<file path="config.mk">
export PLATFORM = sky130hd
export DESIGN_NAME = hex_length_frame_receiver_flat
export DESIGN_NICKNAME = d
export VERILOG_FILES = /design/src/hw/rtl/hlfr_pkg.sv /design/src/hw/rtl/hlfr_if.sv /design/src/hw/rtl/hlfr_cfg_regs.sv /design/src/hw/rtl/hlfr_parser.sv /design/src/hw/rtl/hex_length_frame_receiver.sv /design/src/flat_wrapper.sv
export VERILOG_INCLUDE_DIRS = /design/src /design/src/hw/rtl
export SDC_FILE = /design/constraint.sdc
export NUM_CORES = 1
export LEC_CHECK = 0
export ABC_CLOCK_PERIOD_IN_PS = 3800
export BUFFER_PORTS_ARGS = -buffer_cell sky130_fd_sc_hd__buf_2
export CAP_MARGIN = 40
export CORE_ASPECT_RATIO = 0.5
export CORE_MARGIN = 1.5
export CORE_UTILIZATION = 62
export DETAILED_ROUTE_END_ITERATION = 12
export PLACE_DENSITY_LB_ADDON = 0.15
export SYNTH_ARGS = -nofsm -noshare
export SYNTH_HDL_FRONTEND = slang
export SYNTH_SLANG_ARGS = --single-unit
</file>
<file path="constraint.sdc">
create_clock -name clk -period 3.8 [get_ports clk]
set_clock_uncertainty 0.15 [all_clocks]
set_input_delay 0.57 -clock clk [delete_from_list [all_inputs] [get_ports clk]]
set_output_delay 0.57 -clock clk [all_outputs]
set_load 0.01 [all_outputs]
</file>
<file path="src/hw/rtl/assert_macros.svh">
// Assertion macros shared by the frame receiver RTL.
`ifndef ASSERT_MACROS_SVH
`define ASSERT_MACROS_SVH

// Same-cycle implication, sampled on clk, off while arst_n is low.
`define HLFR_ASSERT_IMP(lbl, ante, cons, msg) \
	lbl: assert property (@(posedge clk) disable iff (!arst_n) (ante) |-> (cons)) \
		else $error(msg);

// Next-cycle implication, sampled on clk, off while arst_n is low.
`define HLFR_ASSERT_NXT(lbl, ante, cons, msg) \
	lbl: assert property (@(posedge clk) disable iff (!arst_n) (ante) |=> (cons)) \
		else $error(msg);

`endif

</file>
<file path="src/hw/rtl/hlfr_pkg.sv">
// Types and constants of the hex length frame receiver.
package hlfr_pkg;

	localparam int unsigned CFG_IDX_W = 2;
	localparam int unsigned CFG_DATA_W = 8;

	localparam logic [CFG_IDX_W-1:0] CFG_HEADER_FIRST  = 2'd0;
	localparam logic [CFG_IDX_W-1:0] CFG_HEADER_SECOND = 2'd1;
	localparam logic [CFG_IDX_W-1:0] CFG_SIZE_OVERHEAD = 2'd2;

	localparam logic [7:0] RST_HEADER_FIRST  = 8'd12;
	localparam logic [7:0] RST_HEADER_SECOND = 8'd10;
	localparam logic [3:0] RST_SIZE_OVERHEAD = 4'd5;

	// ASCII decode of a hex character
	localparam logic [15:0] HEX_DIGIT_LIMIT = 16'd58;
	localparam logic [15:0] HEX_NUM_BASE    = 16'd48;
	localparam logic [15:0] HEX_ALPHA_BASE  = 16'd55;

	// four hex characters per field, fifth size byte closes the size field
	localparam logic [2:0] HEX_CHARS = 3'd4;

	typedef enum logic [2:0] {
		EV_NONE     = 3'd0,
		EV_DATA     = 3'd1,
		EV_ACCEPT   = 3'd2,
		EV_MISMATCH = 3'd3,
		EV_ABANDON  = 3'd4
	} event_t;

	typedef enum logic [1:0] {
		PH_HEADER  = 2'd0,
		PH_SIZE    = 2'd1,
		PH_PAYLOAD = 2'd2,
		PH_CHECK   = 2'd3
	} phase_t;

	typedef struct packed {
		logic [7:0] header_first;
		logic [7:0] header_second;
		logic [3:0] size_overhead;
	} cfg_t;

	typedef struct packed {
		event_t     event_res;
		logic [7:0] payload_byte;
		logic       payload_last;
	} result_t;

endpackage

</file>
<file path="src/hw/rtl/hlfr_if.sv">
// Valid/ready channels of the frame receiver: received bytes in, results out.
interface hlfr_byte_if;
	logic       valid;
	logic       ready;
	logic [7:0] rx_byte;

	modport source (output valid, output rx_byte, input ready);
	modport sink (input valid, input rx_byte, output ready);
endinterface

interface hlfr_result_if;
	logic       valid;
	logic       ready;
	logic [2:0] event_res;
	logic [7:0] payload_byte;
	logic       payload_last;

	modport source (output valid, output event_res, output payload_byte,
		output payload_last, input ready);
	modport sink (input valid, input event_res, input payload_byte,
		input payload_last, output ready);
endinterface

</file>
<file path="src/hw/rtl/hlfr_cfg_regs.sv">
// Configuration registers of the frame receiver.
module hlfr_cfg_regs
	import hlfr_pkg::*;
(
	input  logic                  clk,
	input  logic                  arst_n,
	input  logic                  cfg_we,
	input  logic [CFG_IDX_W-1:0]  cfg_index,
	input  logic [CFG_DATA_W-1:0] cfg_data,
	output cfg_t                  cfg
);

	logic [7:0] header_first_q;
	logic [7:0] header_second_q;
	logic [3:0] size_overhead_q;

	always_ff @(posedge clk or negedge arst_n) begin
		if (!arst_n) begin
			header_first_q  <= RST_HEADER_FIRST;
			header_second_q <= RST_HEADER_SECOND;
			size_overhead_q <= RST_SIZE_OVERHEAD;
		end else if (cfg_we) begin
			case (cfg_index)
				CFG_HEADER_FIRST:  header_first_q  <= cfg_data;
				CFG_HEADER_SECOND: header_second_q <= cfg_data;
				CFG_SIZE_OVERHEAD: size_overhead_q <= cfg_data[3:0];
				default: ;
			endcase
		end
	end

	assign cfg.header_first  = header_first_q;
	assign cfg.header_second = header_second_q;
	assign cfg.size_overhead = size_overhead_q;

endmodule

</file>
<file path="src/hw/rtl/hlfr_parser.sv">
// Frame parser: phase state machine, hex decode, running sum, per-byte result.
module hlfr_parser
	import hlfr_pkg::*;
(
	input  logic       clk,
	input  logic       arst_n,
	input  logic       step,
	input  logic [7:0] rx_byte,
	input  cfg_t       cfg,
	output result_t    res
);

`include "assert_macros.svh"

	phase_t      phase_q, phase_n;
	logic [2:0]  pos_q, pos_n;
	logic [7:0]  first_q, first_n;
	logic [15:0] sum_q, sum_n;
	logic [15:0] dec_q, dec_n;
	logic [15:0] rem_q, rem_n;

	logic [15:0] byte_w;
	logic [15:0] digit;
	logic [15:0] shifted;
	logic [15:0] rem_dec;

	assign byte_w  = {8'h00, rx_byte};
	assign digit   = (byte_w < HEX_DIGIT_LIMIT) ? (byte_w - HEX_NUM_BASE)
		: (byte_w - HEX_ALPHA_BASE);
	assign shifted = {dec_q[11:0], 4'h0} + digit;
	assign rem_dec = rem_q - 16'd1;

	always_ff @(posedge clk or negedge arst_n) begin
		if (!arst_n) begin
			phase_q <= PH_HEADER;
			pos_q   <= '0;
			first_q <= '0;
			sum_q   <= '0;
			dec_q   <= '0;
			rem_q   <= '0;
		end else if (step) begin
			phase_q <= phase_n;
			pos_q   <= pos_n;
			first_q <= first_n;
			sum_q   <= sum_n;
			dec_q   <= dec_n;
			rem_q   <= rem_n;
		end
	end

	always_comb begin
		phase_n          = phase_q;
		pos_n            = pos_q;
		first_n          = first_q;
		sum_n            = sum_q;
		dec_n            = dec_q;
		rem_n            = rem_q;
		res.event_res    = EV_NONE;
		res.payload_byte = 8'h00;
		res.payload_last = 1'b0;
		case (phase_q)
			PH_SIZE: begin
				sum_n = sum_q + byte_w;
				if (pos_q < HEX_CHARS) begin
					dec_n = shifted;
					pos_n = pos_q + 3'd1;
				end else begin
					pos_n = '0;
					if (dec_q == 16'd0) begin
						res.event_res = EV_ABANDON;
						phase_n       = PH_HEADER;
						sum_n         = '0;
						dec_n         = '0;
						rem_n         = '0;
					end else begin
						rem_n   = (dec_q > {12'h000, cfg.size_overhead})
							? (dec_q - {12'h000, cfg.size_overhead}) : 16'd0;
						dec_n   = '0;
						phase_n = (rem_n != 16'd0) ? PH_PAYLOAD : PH_CHECK;
					end
				end
			end
			PH_PAYLOAD: begin
				sum_n            = sum_q + byte_w;
				rem_n            = rem_dec;
				res.event_res    = EV_DATA;
				res.payload_byte = rx_byte;
				if (rem_dec == 16'd0) begin
					res.payload_last = 1'b1;
					phase_n          = PH_CHECK;
					pos_n            = '0;
					dec_n            = '0;
				end
			end
			PH_CHECK: begin
				if (pos_q < HEX_CHARS) begin
					dec_n = shifted;
					pos_n = pos_q + 3'd1;
				end else begin
					res.event_res = (sum_q == dec_q) ? EV_ACCEPT : EV_MISMATCH;
					phase_n       = PH_HEADER;
					pos_n         = '0;
					sum_n         = '0;
					dec_n         = '0;
					rem_n         = '0;
				end
			end
			default: begin
				if (pos_q == 3'd0) begin
					first_n = rx_byte;
					pos_n   = 3'd1;
				end else if (first_q == cfg.header_first &&
					rx_byte == cfg.header_second) begin
					sum_n   = {8'h00, first_q} + byte_w;
					dec_n   = '0;
					phase_n = PH_SIZE;
					pos_n   = '0;
				end else begin
					res.event_res = EV_ABANDON;
					phase_n       = PH_HEADER;
					pos_n         = '0;
					sum_n         = '0;
					dec_n         = '0;
					rem_n         = '0;
				end
			end
		endcase
	end

	`HLFR_ASSERT_IMP(a_pos_range, 1'b1, pos_q <= HEX_CHARS, "position counter out of range")
	`HLFR_ASSERT_NXT(a_abandon_resync, step && res.event_res == EV_ABANDON, phase_q == PH_HEADER && pos_q == 3'd0, "abandon did not return to header hunt")
	`HLFR_ASSERT_NXT(a_last_to_check, step && res.payload_last, phase_q == PH_CHECK && pos_q == 3'd0, "last payload byte did not enter checksum phase")
	`HLFR_ASSERT_IMP(a_payload_nonzero, phase_q == PH_PAYLOAD, rem_q != 16'd0, "payload phase with no bytes left")

endmodule

</file>
<file path="src/hw/rtl/hex_length_frame_receiver.sv">
// Top level of the hex length frame receiver.
//
// Usage:
//   rx  : valid/ready request channel, one received byte (rx_byte) per request.
//   res : valid/ready request channel, exactly one result per received byte:
//         event_res (none, payload byte, frame accepted, checksum mismatch,
//         frame abandoned), payload_byte and payload_last for payload bytes.
//   cfg : write port for header_first, header_second and size_overhead;
//         write only while no request is in flight.
// Path: input register, then the parser into the result register, then res.
// Throughput: one byte per cycle while res.ready is high. The parser state
//   updates in a single pass from the input register, so back-to-back
//   bytes never wait on it.
// Stall: when res.ready is low the result register holds; one more byte is
//   still taken into the input register, then rx.ready drops until res drains.
// Reset: arst_n clears both pipeline stages, puts the parser into header
//   hunt with a zero sum, and restores the register defaults 12, 10 and 5.
module hex_length_frame_receiver
	import hlfr_pkg::*;
(
	input  logic                  clk,
	input  logic                  arst_n,
	hlfr_byte_if.sink             rx,
	hlfr_result_if.source         res,
	input  logic                  cfg_we,
	input  logic [CFG_IDX_W-1:0]  cfg_index,
	input  logic [CFG_DATA_W-1:0] cfg_data
);

`include "assert_macros.svh"

	cfg_t       cfg;
	result_t    step_res;

	// input register
	logic       valid_s1;
	logic [7:0] byte_s1;
	// result register
	logic       valid_s2;
	result_t    res_s2;

	logic       adv_s2;

	hlfr_cfg_regs u_cfg (
		.clk       (clk),
		.arst_n    (arst_n),
		.cfg_we    (cfg_we),
		.cfg_index (cfg_index),
		.cfg_data  (cfg_data),
		.cfg       (cfg)
	);

	// s1 byte moves into the parser when the result slot is free or draining
	assign adv_s2   = valid_s1 && (!valid_s2 || res.ready);
	assign rx.ready = !valid_s1 || adv_s2;

	hlfr_parser u_parser (
		.clk     (clk),
		.arst_n  (arst_n),
		.step    (adv_s2),
		.rx_byte (byte_s1),
		.cfg     (cfg),
		.res     (step_res)
	);

	always_ff @(posedge clk or negedge arst_n) begin
		if (!arst_n) begin
			valid_s1 <= 1'b0;
		end else if (rx.ready) begin
			valid_s1 <= rx.valid;
		end
	end

	always_ff @(posedge clk) begin
		if (rx.valid && rx.ready) begin
			byte_s1 <= rx.rx_byte;
		end
	end

	always_ff @(posedge clk or negedge arst_n) begin
		if (!arst_n) begin
			valid_s2 <= 1'b0;
		end else if (adv_s2) begin
			valid_s2 <= 1'b1;
		end else if (res.ready) begin
			valid_s2 <= 1'b0;
		end
	end

	always_ff @(posedge clk) begin
		if (adv_s2) begin
			res_s2 <= step_res;
		end
	end

	assign res.valid        = valid_s2;
	assign res.event_res    = res_s2.event_res;
	assign res.payload_byte = res_s2.payload_byte;
	assign res.payload_last = res_s2.payload_last;

	`HLFR_ASSERT_IMP(a_last_is_data, res.valid && res.payload_last, res.event_res == EV_DATA, "payload_last on a non-data result")
	`HLFR_ASSERT_NXT(a_step_fills_s2, adv_s2, valid_s2, "parsed byte lost its result slot")

endmodule

</file>
<file path="src/flat_wrapper.sv">
// flat-port wrapper written by rule: the top's interface ports become plain ports
module hex_length_frame_receiver_flat import hlfr_pkg::*;
  (clk, arst_n, cfg_we, cfg_index, cfg_data, rx_valid, rx_rx_byte, rx_ready, res_valid, res_event_res, res_payload_byte, res_payload_last, res_ready);
  hlfr_byte_if rx_i ();
  hlfr_result_if res_i ();
  input  logic clk;
  input  logic arst_n;
  input  logic cfg_we;
  input  logic [CFG_IDX_W-1:0] cfg_index;
  input  logic [CFG_DATA_W-1:0] cfg_data;
  input wire logic [$bits(rx_i.valid)-1:0] rx_valid;
  input wire logic [$bits(rx_i.rx_byte)-1:0] rx_rx_byte;
  output wire logic [$bits(rx_i.ready)-1:0] rx_ready;
  output wire logic [$bits(res_i.valid)-1:0] res_valid;
  output wire logic [$bits(res_i.event_res)-1:0] res_event_res;
  output wire logic [$bits(res_i.payload_byte)-1:0] res_payload_byte;
  output wire logic [$bits(res_i.payload_last)-1:0] res_payload_last;
  input wire logic [$bits(res_i.ready)-1:0] res_ready;
  assign rx_i.valid = rx_valid;
  assign rx_i.rx_byte = rx_rx_byte;
  assign rx_ready = rx_i.ready;
  assign res_valid = res_i.valid;
  assign res_event_res = res_i.event_res;
  assign res_payload_byte = res_i.payload_byte;
  assign res_payload_last = res_i.payload_last;
  assign res_i.ready = res_ready;
  hex_length_frame_receiver u_core (.clk(clk), .arst_n(arst_n), .rx(rx_i), .res(res_i), .cfg_we(cfg_we), .cfg_index(cfg_index), .cfg_data(cfg_data));
endmodule
</file>
==> results of run 1 <==
## final cells by class
type                    instances  share of cell area [%]
inverters                      33                    1.63
well taps                     140                    2.30
multi-input cells             563                    52.2
clock inverters                 7                   0.822
repair buffers                 58                    4.83
clock buffers                   9                    2.96
flip-flops and latches        103                    35.3
## per-stage QoR
step | instance area (um^2) | cells | power, mW | hold WS (ps) | utilization (%)
detailed placement | 7300 | 894 | 2.47 | 339 | 69.5
CTS | 7590 | 910 | 3.39 | 2.08 | 72.2
finish | 7610 | 913 | 3.40 | -7.75 | 72.4
global placement | 7270 | 893 | 2.41 | 328 | 69.2
global route | 7610 | 913 | 3.56 | 24.4 | 72.4
floorplan | 6910 | 731 | 2.18 | 124 | -
## synth_stat cells (6+ instances only)
cell type	instances	share of area, %
a21o_1	11	1.2
a21oi_1	33	2.4
a221oi_1	7	0.89
a31oi_1	6	0.54
and2_1	13	1.2
clkbuf_1	26	1.4
dfrtp_1	77	28
dfstp_2	6	2.3
edfxtp_1	20	8.7
ha_1	41	7.4
inv_1	33	1.8
mux2_2	31	5.1
nand2_1	44	2.4
nand2b_1	9	0.81
nand3_1	31	2.2
nand4_1	16	1.4
nor2_1	63	3.4
nor2b_1	8	0.72
nor3_1	17	1.2
nor4_1	10	0.91
o21a_1	6	0.65
o21ai_0	53	3.8
o22ai_1	7	0.63
o32a_1	6	0.87
xnor2_1	44	5.6
xor2_1	33	4.2
## worst max-delay path by stage
stage	startpoint	end	slack [ps]	cells past startpoint
global placement	u_core.byte_s1[1]	u_core.u_parser.dec_q[14]	390	14
CTS	u_core.byte_s1[1]	u_core.u_parser.dec_q[14]	240	14
detailed placement	u_core.byte_s1[1]	u_core.u_parser.dec_q[14]	300	14
floorplan	u_core.byte_s1[4]	u_core.u_parser.dec_q[14]	540	14
finish	u_core.byte_s1[1]	u_core.u_parser.dec_q[14]	300	14
global route	u_core.byte_s1[1]	u_core.u_parser.dec_q[14]	60	14
## state kept, by name, summed over array words and instances, names as in the netlist, 8 cells and up, named ones only
| register | flops |
|---|---|
| u_core.u_cfg.header_first_q | 8 |
| u_core.u_parser.sum_q | 16 |
| u_core.u_parser.dec_q | 16 |
| u_core.u_parser.first_q | 8 |
| u_core.byte_s1 | 8 |
| u_core.u_cfg.header_second_q | 8 |
| u_core.u_parser.rem_q | 16 |
| u_core.res.payload_byte | 8 |
## report_power, final
group	internal (mW)	total, mW	switching (mW)
registers	1.27	1.42	0.145
clock network	0.460	0.912	0.452
logic	0.489	1.07	0.578
total	2.22	3.40	1.17
## logic make-up (layout without fill, tap and decap cells)
group / Yosys count / in the layout / synth area share [%]
and+or+nand+nor: 234 / 234 / 17.1
AOI/OAI and AO/OA: 174 / 174 / 16.6
DFF: 103 / 103 / 38.9
buffers and inverters: 65 / 107 / 3.77
xor gates and xnor gates: 77 / 77 / 9.76
muxes: 33 / 33 / 5.41
adders and majority gates: 45 / 45 / 8.58
## cells in the final DEF, fill, tap and decap left out, drive strengths merged, types with 8 or more instances in the layout
cell    count
o21ai      56
a21o       11
inv        37
nand3      32
xor2       33
nor2b       8
nand4      17
xnor2      44
nor3       17
and2       13
ha         41
clkbuf      9
dfrtp      77
nand2b      9
a21oi      33
nor4       10
buf        58
mux2       32
edfxtp     20
nand2      44
nor2       63
## worst max-delay path: cells and delay by family, from the launching register on
family	cells	cell delay (ps)
AO/OA/AOI/OAI	7	1400
XOR/XNOR	2	220
adder cells (fa/ha/maj)	2	630
buffers and inverters	1	190
flip-flops	1	450
AND/OR/NAND/NOR	2	350
## metal layers
layer	routed length (um)	track usage (%)
met2	7970	48.8
met3	1170	7.21
met5	0	0
met4	344	9.32
met1	7770	40.3
## repair_timing
item                       4_1_cts  5_1_grt
buffers inserted                 0        3
resized for setup                0        0
setup endpoints to repair        0        1
==> metrics.md, run 1 <==
| Metric | Value |
|---|---|
| Synthesized instance count | 731 |
| Routability Congestion | 0.924 |
| Syn_nets | 799 |
| CP endpoint kind | register |
| Total global routing overflow | 0 |
| Critical Path AT | 3590 ps |
| Post-synth cell types | 67 |
| Initial core utilization | 65.8% |
| First-pass GRT wire length | 27800 um |
| Post-synthesis area per instance | 9.45 um^2 |
| Layout fillers | 796 |
| PwrDens | 446 nW/um^2 |
| Nets@finish | 836 |
| CORE AREA | 10500 um^2 |
| Pins Over Slew Limit | 0 |
| Buffers added on ports | 36 |
| Violated checks | hold timing |
| Hold crit path type | in2async |
| Via count | 5746 |
| R2R Path Start | u_core.byte_s1[1] |
| Final WS setup | 297 ps |
| Die height | 77.7 um |
| P&R area growth vs syn | 10.1% |
| Netlist Area Pre-Place | 6910 um^2 |
| Number of global-route vias before repair | 5479 |
| Post-synth top flop | dfrtp_1 |
| Final Cycle Share | 92.2% |
| Post-synth EDFFs | 20 |
| Async SR Flop Fraction | 80.6% |
| RSZ-0062 raised after global routing | no |
| I/O pins | 37 |
| Syn. warnings | 0 |
| Cells along the critical path | buf_4 -> o211ai_1 -> nand2_1 -> nand2_1 -> xor2_1 -> ha_1 -> fa_1 -> a21o_1 -> a211o_1 -> a21oi_1 -> o2bb2ai_1 -> o21ai_0 -> xnor2_1 -> o22ai_1 |
| R2R Setup Slk | 300 ps |
| CTS tree | built |
| DIE WIDTH | 152 um |
| Routed Antenna Nets | 0 |
| Drt wl/cell | 18.9 um |
| Total Neg Setup Slack | 0 ps |
| Fin. Hold Viols | 7 |
| Multi-input gate area | 3970 um^2 |
| Layout cells sized above 1 | 16.0% |
| Max Root-Sink Buffers | 2 |
| Fmax | 0.285 GHz |
| TritonRoute pass-1 iters | 5 |
| Final Hold Slack | -7.75 ps |
| Setup slack at placement | 297 ps |
| Yosys reg bits | 103 |
| Clk root buf | clkbuf_16 |
| H-tree depth | 3 |
| Via density per instance | 6.29 |
| Num CTS Buffers | 9 |
| Antenna diodes | 0 |
| Clk pin slew, worst setup/hold paths | 80 ps |
| Max cap viols | 0 |
| Maximum vdd drop | 0.358 mV |
| Max-slew headroom | 38.6% |
| R2R Path End | u_core.u_parser.dec_q[14] |
| # setup viols final | 0 |
| Clock sink total | 103 |
| Rows | 26 |
| Leak | 3.39 nW |
| All-layer global routing usage | 30.1% |
| Post-Route WL | 17300 um |
| Kind of critical path | reg2reg |
| DRC viols | 0 |
| Final HPWL DP | 12800 um |
| Sequential Area | 2690 um^2 |
| Status | complete, but fails checks |
| R2R cell count | 14 |
| Worst EP required | 3890 ps |
| Worst-Skew Late Latency | 360 ps |
| DIE AREA | 11800 um^2 |
| Crit path max fanout | 6 |
| Initial antenna violation count | 0 |
| Worst setup SP type | register |
| Worst path max stage delay | 450 ps |
| Initial DRC Count | 465 |
| Most used cell, CP | nand2_1 |
| Largest net degree at the start of global routing | 54 |
| Critical path's slowest cell | edfxtp_1 |
| Register area share after synthesis | 38.9% |
| Measured slew at the worst slew-check pin | 917 ps |
| Min cycle time layout | 3500 ps |
| Hold_buf cts | 0 |
(Power assumes the default switching activity.)
==> inputs of run 2 (changes only) <==
Settings changed: ABC_AREA set to 1, CORE_UTILIZATION 62 to 63.
==> run 2 against run 1 <==
  * Cell count grew 29%
  * The flow now finishes without violations
  * Critical path type unchanged
  * Count of clock-buffer cells in the layout is the same
  * Worst setup slack gained 270 ps
  * Design area grew 5.2%
  * Critical endpoint is now u_core.u_parser.dec_q[15]
  * Maximum frequency grew 8.5%
  * Synthesized cell count grew 35%
  * Combinational power grew to 3.7 times the previous value
  * Die area grew 4.1%
  * Routed wire length grew 11%
  * Sequential cell count is the same
  * Hold slack gained 250 ps
  * Global-route usage grew 3.2 points
==> metrics.md, run 2 <==
| Metric | Value |
|---|---|
| CP endpoint kind | register |
| Pins Over Slew Limit | 0 |
| Post-Route WL | 19100 um |
| P&R area growth vs syn | 9.30% |
| # setup viols final | 0 |
| Gr busiest metal | met2 |
| Min cycle time layout | 3230 ps |
| Register area share after synthesis | 36.7% |
| Worst EP required | 3950 ps |
| CORE AREA | 11100 um^2 |
| Synthesized instance count | 986 |
| Initial antenna violation count | 0 |
| Worst path max stage delay | 590 ps |
| Num CTS Buffers | 9 |
| Post-synthesis area per instance | 7.42 um^2 |
| CTS resizes | 0 |
| H-tree depth | 3 |
| Syn. warnings | 0 |
| Fin. Hold Viols | 0 |
| Die height | 79.2 um |
| Critical Path AT | 3370 ps |
| DIE AREA | 12300 um^2 |
| DRC viols | 0 |
| R2R Path End | u_core.u_parser.dec_q[15] |
| Cells along the critical path | o211ai_1 -> nand2_1 -> inv_1 -> nand2_1 -> o21ai_0 -> ha_1 -> a21oi_1 -> o21ai_0 -> a21oi_1 -> o21ai_0 -> xnor2_1 -> nor3_1 -> nand3_1 -> nand2_1 |
| Clock sink total | 103 |
| Total global routing overflow | 0 |
| Largest net degree at the start of global routing | 39 |
| Buf+Inv Stages, Crit Path | 1 |
| Measured slew at the worst slew-check pin | 762 ps |
| Leak | 4.00 nW |
| Netlist Area Pre-Place | 7320 um^2 |
| Kind of critical path | reg2reg |
| Buffers added on ports | 36 |
| Post-synth EDFFs | 20 |
| Async SR Flop Fraction | 80.6% |
| R2R Path Start | u_core.byte_s1[1] |
| TritonRoute pass-1 iters | 5 |
| Max-slew headroom | 49.0% |
| Met1 Use GR | 46.2% |
| Largest regs | u_core.u_parser.dec_q (16), u_core.u_parser.rem_q (16), u_core.u_parser.sum_q (16) |
| Syn_nets | 1054 |
| Initial DRC Count | 591 |
| Post-synth cell types | 48 |
| Max cap viols | 0 |
| Worst-Skew Late Latency | 360 ps |
| Maximum vdd drop | 0.399 mV |
| Layout cells sized above 1 | 9.60% |
| Critical path's top delay family | compound AO/OA/AOI/OAI gates |
| Total Neg Setup Slack | 0 ps |
| Routed Antenna Nets | 0 |
| Fmax | 0.310 GHz |
| Post-synth top area cell | dfrtp_1 |
| Initial core utilization | 65.7% |
| Max Root-Sink Buffers | 2 |
| Via count | 6841 |
| Routability Congestion | 0.968 |
| Met3 global-route usage | 6.00% |
| Rows | 27 |
| PwrDens | 862 nW/um^2 |
| Drt wl/cell | 16.2 um |
| Post-synth top flop | dfrtp_1 |
| Commonest cells post-synth | nand2_1 (251), inv_1 (119), nor2_1 (87), dfrtp_1 (77), o21ai_0 (71) |
| Met2 usage | 54.5% |
| Critical path's slowest cell | edfxtp_1 |
| Hold depth | 1 |
| Fin util | 71.8% |
| Most area-consuming cells after synthesis | dfrtp_1 (26%), nand2_1 (13%), edfxtp_1 (8.2%), ha_1 (7.0%), inv_1 (6.1%) |
| R2R cell count | 14 |
| Hold Crit Start | rx_rx_byte[7] |
| Share of the synthesized area in the top cell type | 26.3% |
| RSZ-0062 raised after global routing | no |
| R2R Setup Slk | 570 ps |
| Via density per instance | 5.82 |
| Hold-critical path endpoint | u_core.byte_s1[7] |
| Crit path max fanout | 10 |
| Commonest non-fill, non-tap cell in the layout | nand2_1 |
| Clk root buf | clkbuf_16 |
| Yosys reg bits | 103 |
| All-layer global routing usage | 33.3% |
| Final Cycle Share | 85.0% |
| Final HPWL DP | 14600 um |
| Hold crit path type | in2reg |
| Nets@finish | 1094 |
| First-pass GRT wire length | 32100 um |
| I/O pins | 37 |
| Number of global-route vias before repair | 6412 |
| Antenna diodes | 0 |
| Clk pin slew, worst setup/hold paths | 80 ps |
| Status | finished clean |
| CTS tree | built |
| Most frequent cells in the layout | nand2_1 (251), inv_1 (119), nor2_1 (87) |
| Worst setup SP type | register |
| Most common cell in the netlist | nand2_1 |
| DIE WIDTH | 155 um |
## run 2: cell count changes after synthesis, sizes merged, moves of 13 or more
cell	previous run	this run
a21oi	33	54
xnor2	44	21
nand3	32	74
nand2	44	254
nor2	63	95
mux2	32	1
clkbuf	26	12
inv	33	121
and2	13	0
o21ai	56	72
## run 2: cells by family (layout without fill, tap and decap cells)
| group | Yosys count | in the layout | share of synthesized area [%] |
|---|---|---|---|
| compound gates | 163 | 163 | 12.8 |
| xor+xnor | 49 | 49 | 5.96 |
| fa+ha+maj | 45 | 45 | 8.10 |
| buf+inv | 138 | 183 | 7.31 |
| flops | 103 | 103 | 36.7 |
| mux | 1 | 1 | 0.154 |
| simple gates | 487 | 487 | 29.0 |
## run 2: final cells by class
type                            count  area, um^2
Clock inverter                      7        95.1
Multi-Input combinational cell    745        4100
Sequential cell                   103        2690
Timing Repair Buffer               46         260
Tap cell                          145         181
Clock buffer                        9         225
Fill cell                         905        3150
Inverter                          121         454
## run 2: repair_timing
item,CTS,global route
hold buffers,1,0
endpoints found under the hold margin,21,0
setup buffers,0,0
endpoints found under the setup margin,0,0
## run 2: worst max path at each step
stage | depth (start not counted) | start | slack [ps] | end
floorplan | 15 | u_core.byte_s1[4] | 950 | u_core.u_parser.dec_q[12]
detailed placement | 14 | u_core.byte_s1[1] | 640 | u_core.u_parser.dec_q[15]
global route | 14 | u_core.byte_s1[1] | 290 | u_core.u_parser.dec_q[13]
CTS | 14 | u_core.byte_s1[1] | 590 | u_core.u_parser.dec_q[15]
finish | 14 | u_core.byte_s1[1] | 570 | u_core.u_parser.dec_q[15]
global placement | 14 | u_core.byte_s1[1] | 780 | u_core.u_parser.dec_q[13]
## run 2: power breakdown
part           leakage [nW]  internal [mW]  switching [mW]  total (mW)
Combinational          2.58           1.40            2.61        4.01
Sequential             1.26           1.45           0.431        1.88
Clock                 0.157          0.533           0.471        1.00
Total                  4.00           3.38            3.51        6.90
## run 2: layer usage
metal / routed length (um) / vias up
met5: 0 / -
met4: 302 / 0
met3: 1440 / 34
met2: 8710 / 265
met1: 8660 / 3195
li1: - / 3347
## run 2: worst reg2reg max path, delay by kind of cell (launching register included)
kind            cells  cell delay, ps
compound gates      6            1180
xor+xnor            1             150
fa+ha+maj           1             310
buf+inv             1             160
flops               1             590
simple gates        5             620
## run 2: metrics by stage
stage / hold WS, ps / std cells / setup WS [ps] / cell area [um^2] / power [mW]
3_5_place_dp: 330 / 1159 / 639 / 7670 / 5.81
2_1_floorplan: 124 / 986 / 946 / 7320 / 4.85
6_report: 241 / 1176 / 571 / 8000 / 6.90
3_3_place_gp: 326 / 1159 / 784 / 7670 / 5.73
4_1_cts: 240 / 1176 / 591 / 8000 / 6.84
5_1_grt: 234 / 1176 / 290 / 8000 / 7.51
==> inputs of run 3 (changes only) <==
Settings changed: ABC_AREA 1 to 0, ABC_CLOCK_PERIOD_IN_PS 3800 to 2750, CORE_UTILIZATION 63 to 56.
Clock period 3.8 ns to 2.75 ns, I/O delays scaled along.
==> run 3 against run 2 <==
  * Power fell by 27%
  * Combinational power fell by 58%
  * Sequential share of layout area fell by 1.8 points
  * Design area rose by 5.7%
  * Critical endpoint is now u_core.u_parser.dec_q[14]
  * Cell count fell by 15%
  * First-iteration DRC count fell by 14%
  * The flow now finishes with violations (setup timing)
  * Register-to-register slack got worse by 800 ps
  * Sequential cell count did not move
==> metrics.md, run 3 (same netlist as run 1, synthesis figures left out) <==
| Metric | Value |
|---|---|
| Layout fillers | 903 |
| Worst EP required | 2840 ps |
| Min cycle time layout | 2980 ps |
| Routed Antenna Nets | 0 |
| Drt wl/cell | 18.0 um |
| DRC viols | 0 |
| Fmax | 0.336 GHz |
| Largest regs | u_core.u_parser.dec_q (16), u_core.u_parser.rem_q (16), u_core.u_parser.sum_q (16) |
| Kind of critical path | reg2reg |
| Largest net degree at the start of global routing | 44 |
| PwrDens | 598 nW/um^2 |
| Maximum vdd drop | 0.499 mV |
| H-tree depth | 3 |
| Leak | 3.75 nW |
| Max-slew headroom | 63.0% |
| R2R Path End | u_core.u_parser.dec_q[14] |
| Buffers added on ports | 36 |
| All-layer global routing usage | 27.8% |
| Critical path's slowest cell | edfxtp_1 |
| Violated checks | setup timing |
| CTS tree | built |
| Clock sink total | 103 |
| Initial antenna violation count | 0 |
| Die height | 81.6 um |
| Status | complete, but fails checks |
| Buf+Inv Stages, Crit Path | 0 |
| Worst path max stage delay | 450 ps |
| Initial DRC Count | 510 |
| CP endpoint | u_core.u_parser.dec_q[14] |
| Fin. Hold Viols | 0 |
| Cell Count, Final, Fillers Out | 1001 |
| R2R cell count | 13 |
| Rows | 28 |
| First-pass GRT wire length | 27900 um |
| Critical path depth in cells | 13 |
| Critical Path AT | 3070 ps |
| Post-Route WL | 18000 um |
| # setup viols final | 4 |
| Layout cells sized above 1 | 27.4% |
| Critical path's top delay family | compound AO/OA/AOI/OAI gates |
| Via density per instance | 5.93 |
| R2R Path Start | u_core.byte_s1[0] |
| P&R area growth vs syn | 22.4% |
| Routability Congestion | 0.884 |
| Crit path max fanout | 3 |
| R2R Setup Slk | -230 ps |
| Hold depth | 1 |
| Nets@finish | 899 |
| Final WS setup | -231 ps |
| CORE AREA | 11900 um^2 |
| Post-DP Area | 7720 um^2 |
| Antenna diodes | 0 |
| Setup slack at placement | -287 ps |
| Commonest non-fill, non-tap cell in the layout | dfrtp_1 |
| Worst-Skew Late Latency | 360 ps |
| CP endpoint kind | register |
| Measured slew at the worst slew-check pin | 549 ps |
| Most frequent cells in the layout | dfrtp_1 (77), buf_4 (76), nor2_1 (60) |
| I/O pins | 37 |
| Worst setup SP type | register |
| Initial core utilization | 58.0% |
| Pins Over Slew Limit | 0 |
| Clk root buf | clkbuf_16 |
| Worst Setup SP | u_core.byte_s1[0] |
| Hold crit path type | in2reg |
| Cells along the critical path | ha_2 -> a21oi_2 -> nand2_2 -> xor2_1 -> ha_2 -> fa_2 -> a21o_1 -> a211o_1 -> a21oi_2 -> o2bb2ai_2 -> o21ai_2 -> xnor2_1 -> o22ai_1 |
| RSZ-0062 raised after global routing | yes |
| Number of global-route vias before repair | 5472 |
| Num CTS Buffers | 9 |
| Design area | 8460 um^2 |
| Total global routing overflow | 0 |
| TritonRoute pass-1 iters | 5 |
| Final Cycle Share | 108% |
| Clk pin slew, worst setup/hold paths | 80 ps |
| Final HPWL DP | 13100 um |
| Via count | 5939 |
| Placed cell count | 967 |
| Max cap viols | 0 |
| DIE AREA | 13100 um^2 |
| DIE WIDTH | 160 um |
| Max Root-Sink Buffers | 2 |
[run 3: cell count changes in the layout (fill, tap and decap cells not counted), moves of 21 or more]
cell,before,now
a21oi_1,52,21
mux2_2,1,29
nand2_1,251,41
nor2_1,87,60
o21ai_0,71,43
buf_4,10,76
inv_1,119,32
xnor2_1,21,42
nand3_1,70,31
[run 3: per-layer routing]
| metal | vias to the layer above | part of all wire [%] | track usage [%] |
|---|---|---|---|
| met5 | - | 0 | 0 |
| met4 | 0 | 2.4 | 10.1 |
| met3 | 33 | 4.6 | 5.15 |
| met2 | 143 | 46 | 44.8 |
| met1 | 2918 | 47 | 38.1 |
| li1 | 2845 | - | - |
[run 3: cell type report]
cell class | count | area, um^2 | area share [%]
clock buffers | 9 | 225 | 2.66
clock inverters | 7 | 110 | 1.30
inverters | 33 | 124 | 1.46
multi-input cells | 563 | 4240 | 50.1
flip-flops and latches | 103 | 2690 | 31.7
well taps | 165 | 206 | 2.44
repair buffers | 121 | 875 | 10.3
[run 3: report_power, final]
group	switching (mW)	total [mW]	internal, mW
Sequential	0.200	1.96	1.76
Combinational	0.870	1.69	0.820
Clock	0.665	1.41	0.746
Total	1.73	5.06	3.32
[run 3: worst min path at each step]
stage | slack [ps] | start | endpoint
4_1_cts | 70 | rx_rx_byte[6] | u_core.byte_s1[6]
3_3_place_gp | 280 | arst_n | u_core.res.valid
5_1_grt | 60 | rx_rx_byte[7] | u_core.byte_s1[7]
6_report | 70 | rx_rx_byte[6] | u_core.byte_s1[6]
2_1_floorplan | -30 | arst_n | asynchronous set/reset pin
3_5_place_dp | 280 | arst_n | u_core.res.valid
[run 3: what timing repair did]
item,4_1_cts,5_1_grt
pin swaps,14,35
setup buffers,11,9
endpoints found under the setup margin,8,37
cloned,0,0
resized for setup,10,52
hold buffers,1,0
endpoints found under the hold margin,34,0
[run 3: metrics by stage]
step / hold slack (ps) / total power, mW / util [%] / setup TNS (ps)
floorplan: -33.1 / 3.02 / - / -849
global placement: 279 / 3.45 / 64.9 / -765
detailed placement: 281 / 3.48 / 64.9 / -1150
CTS: 70.4 / 4.95 / 68.7 / -769
global route: 63.2 / 5.32 / 71.0 / -1580
finish: 74.4 / 5.06 / 71.0 / -499
[run 3: worst register-to-register path, stage by stage (launching register included)]
cell	delay, ps
edfxtp_1	450
ha_2	220
a21oi_2	200
nand2_2	80
xor2_1	140
ha_2	190
fa_2	340
a21o_1	200
a211o_1	270
a21oi_2	160
o2bb2ai_2	150
o21ai_2	80
xnor2_1	150
o22ai_1	80
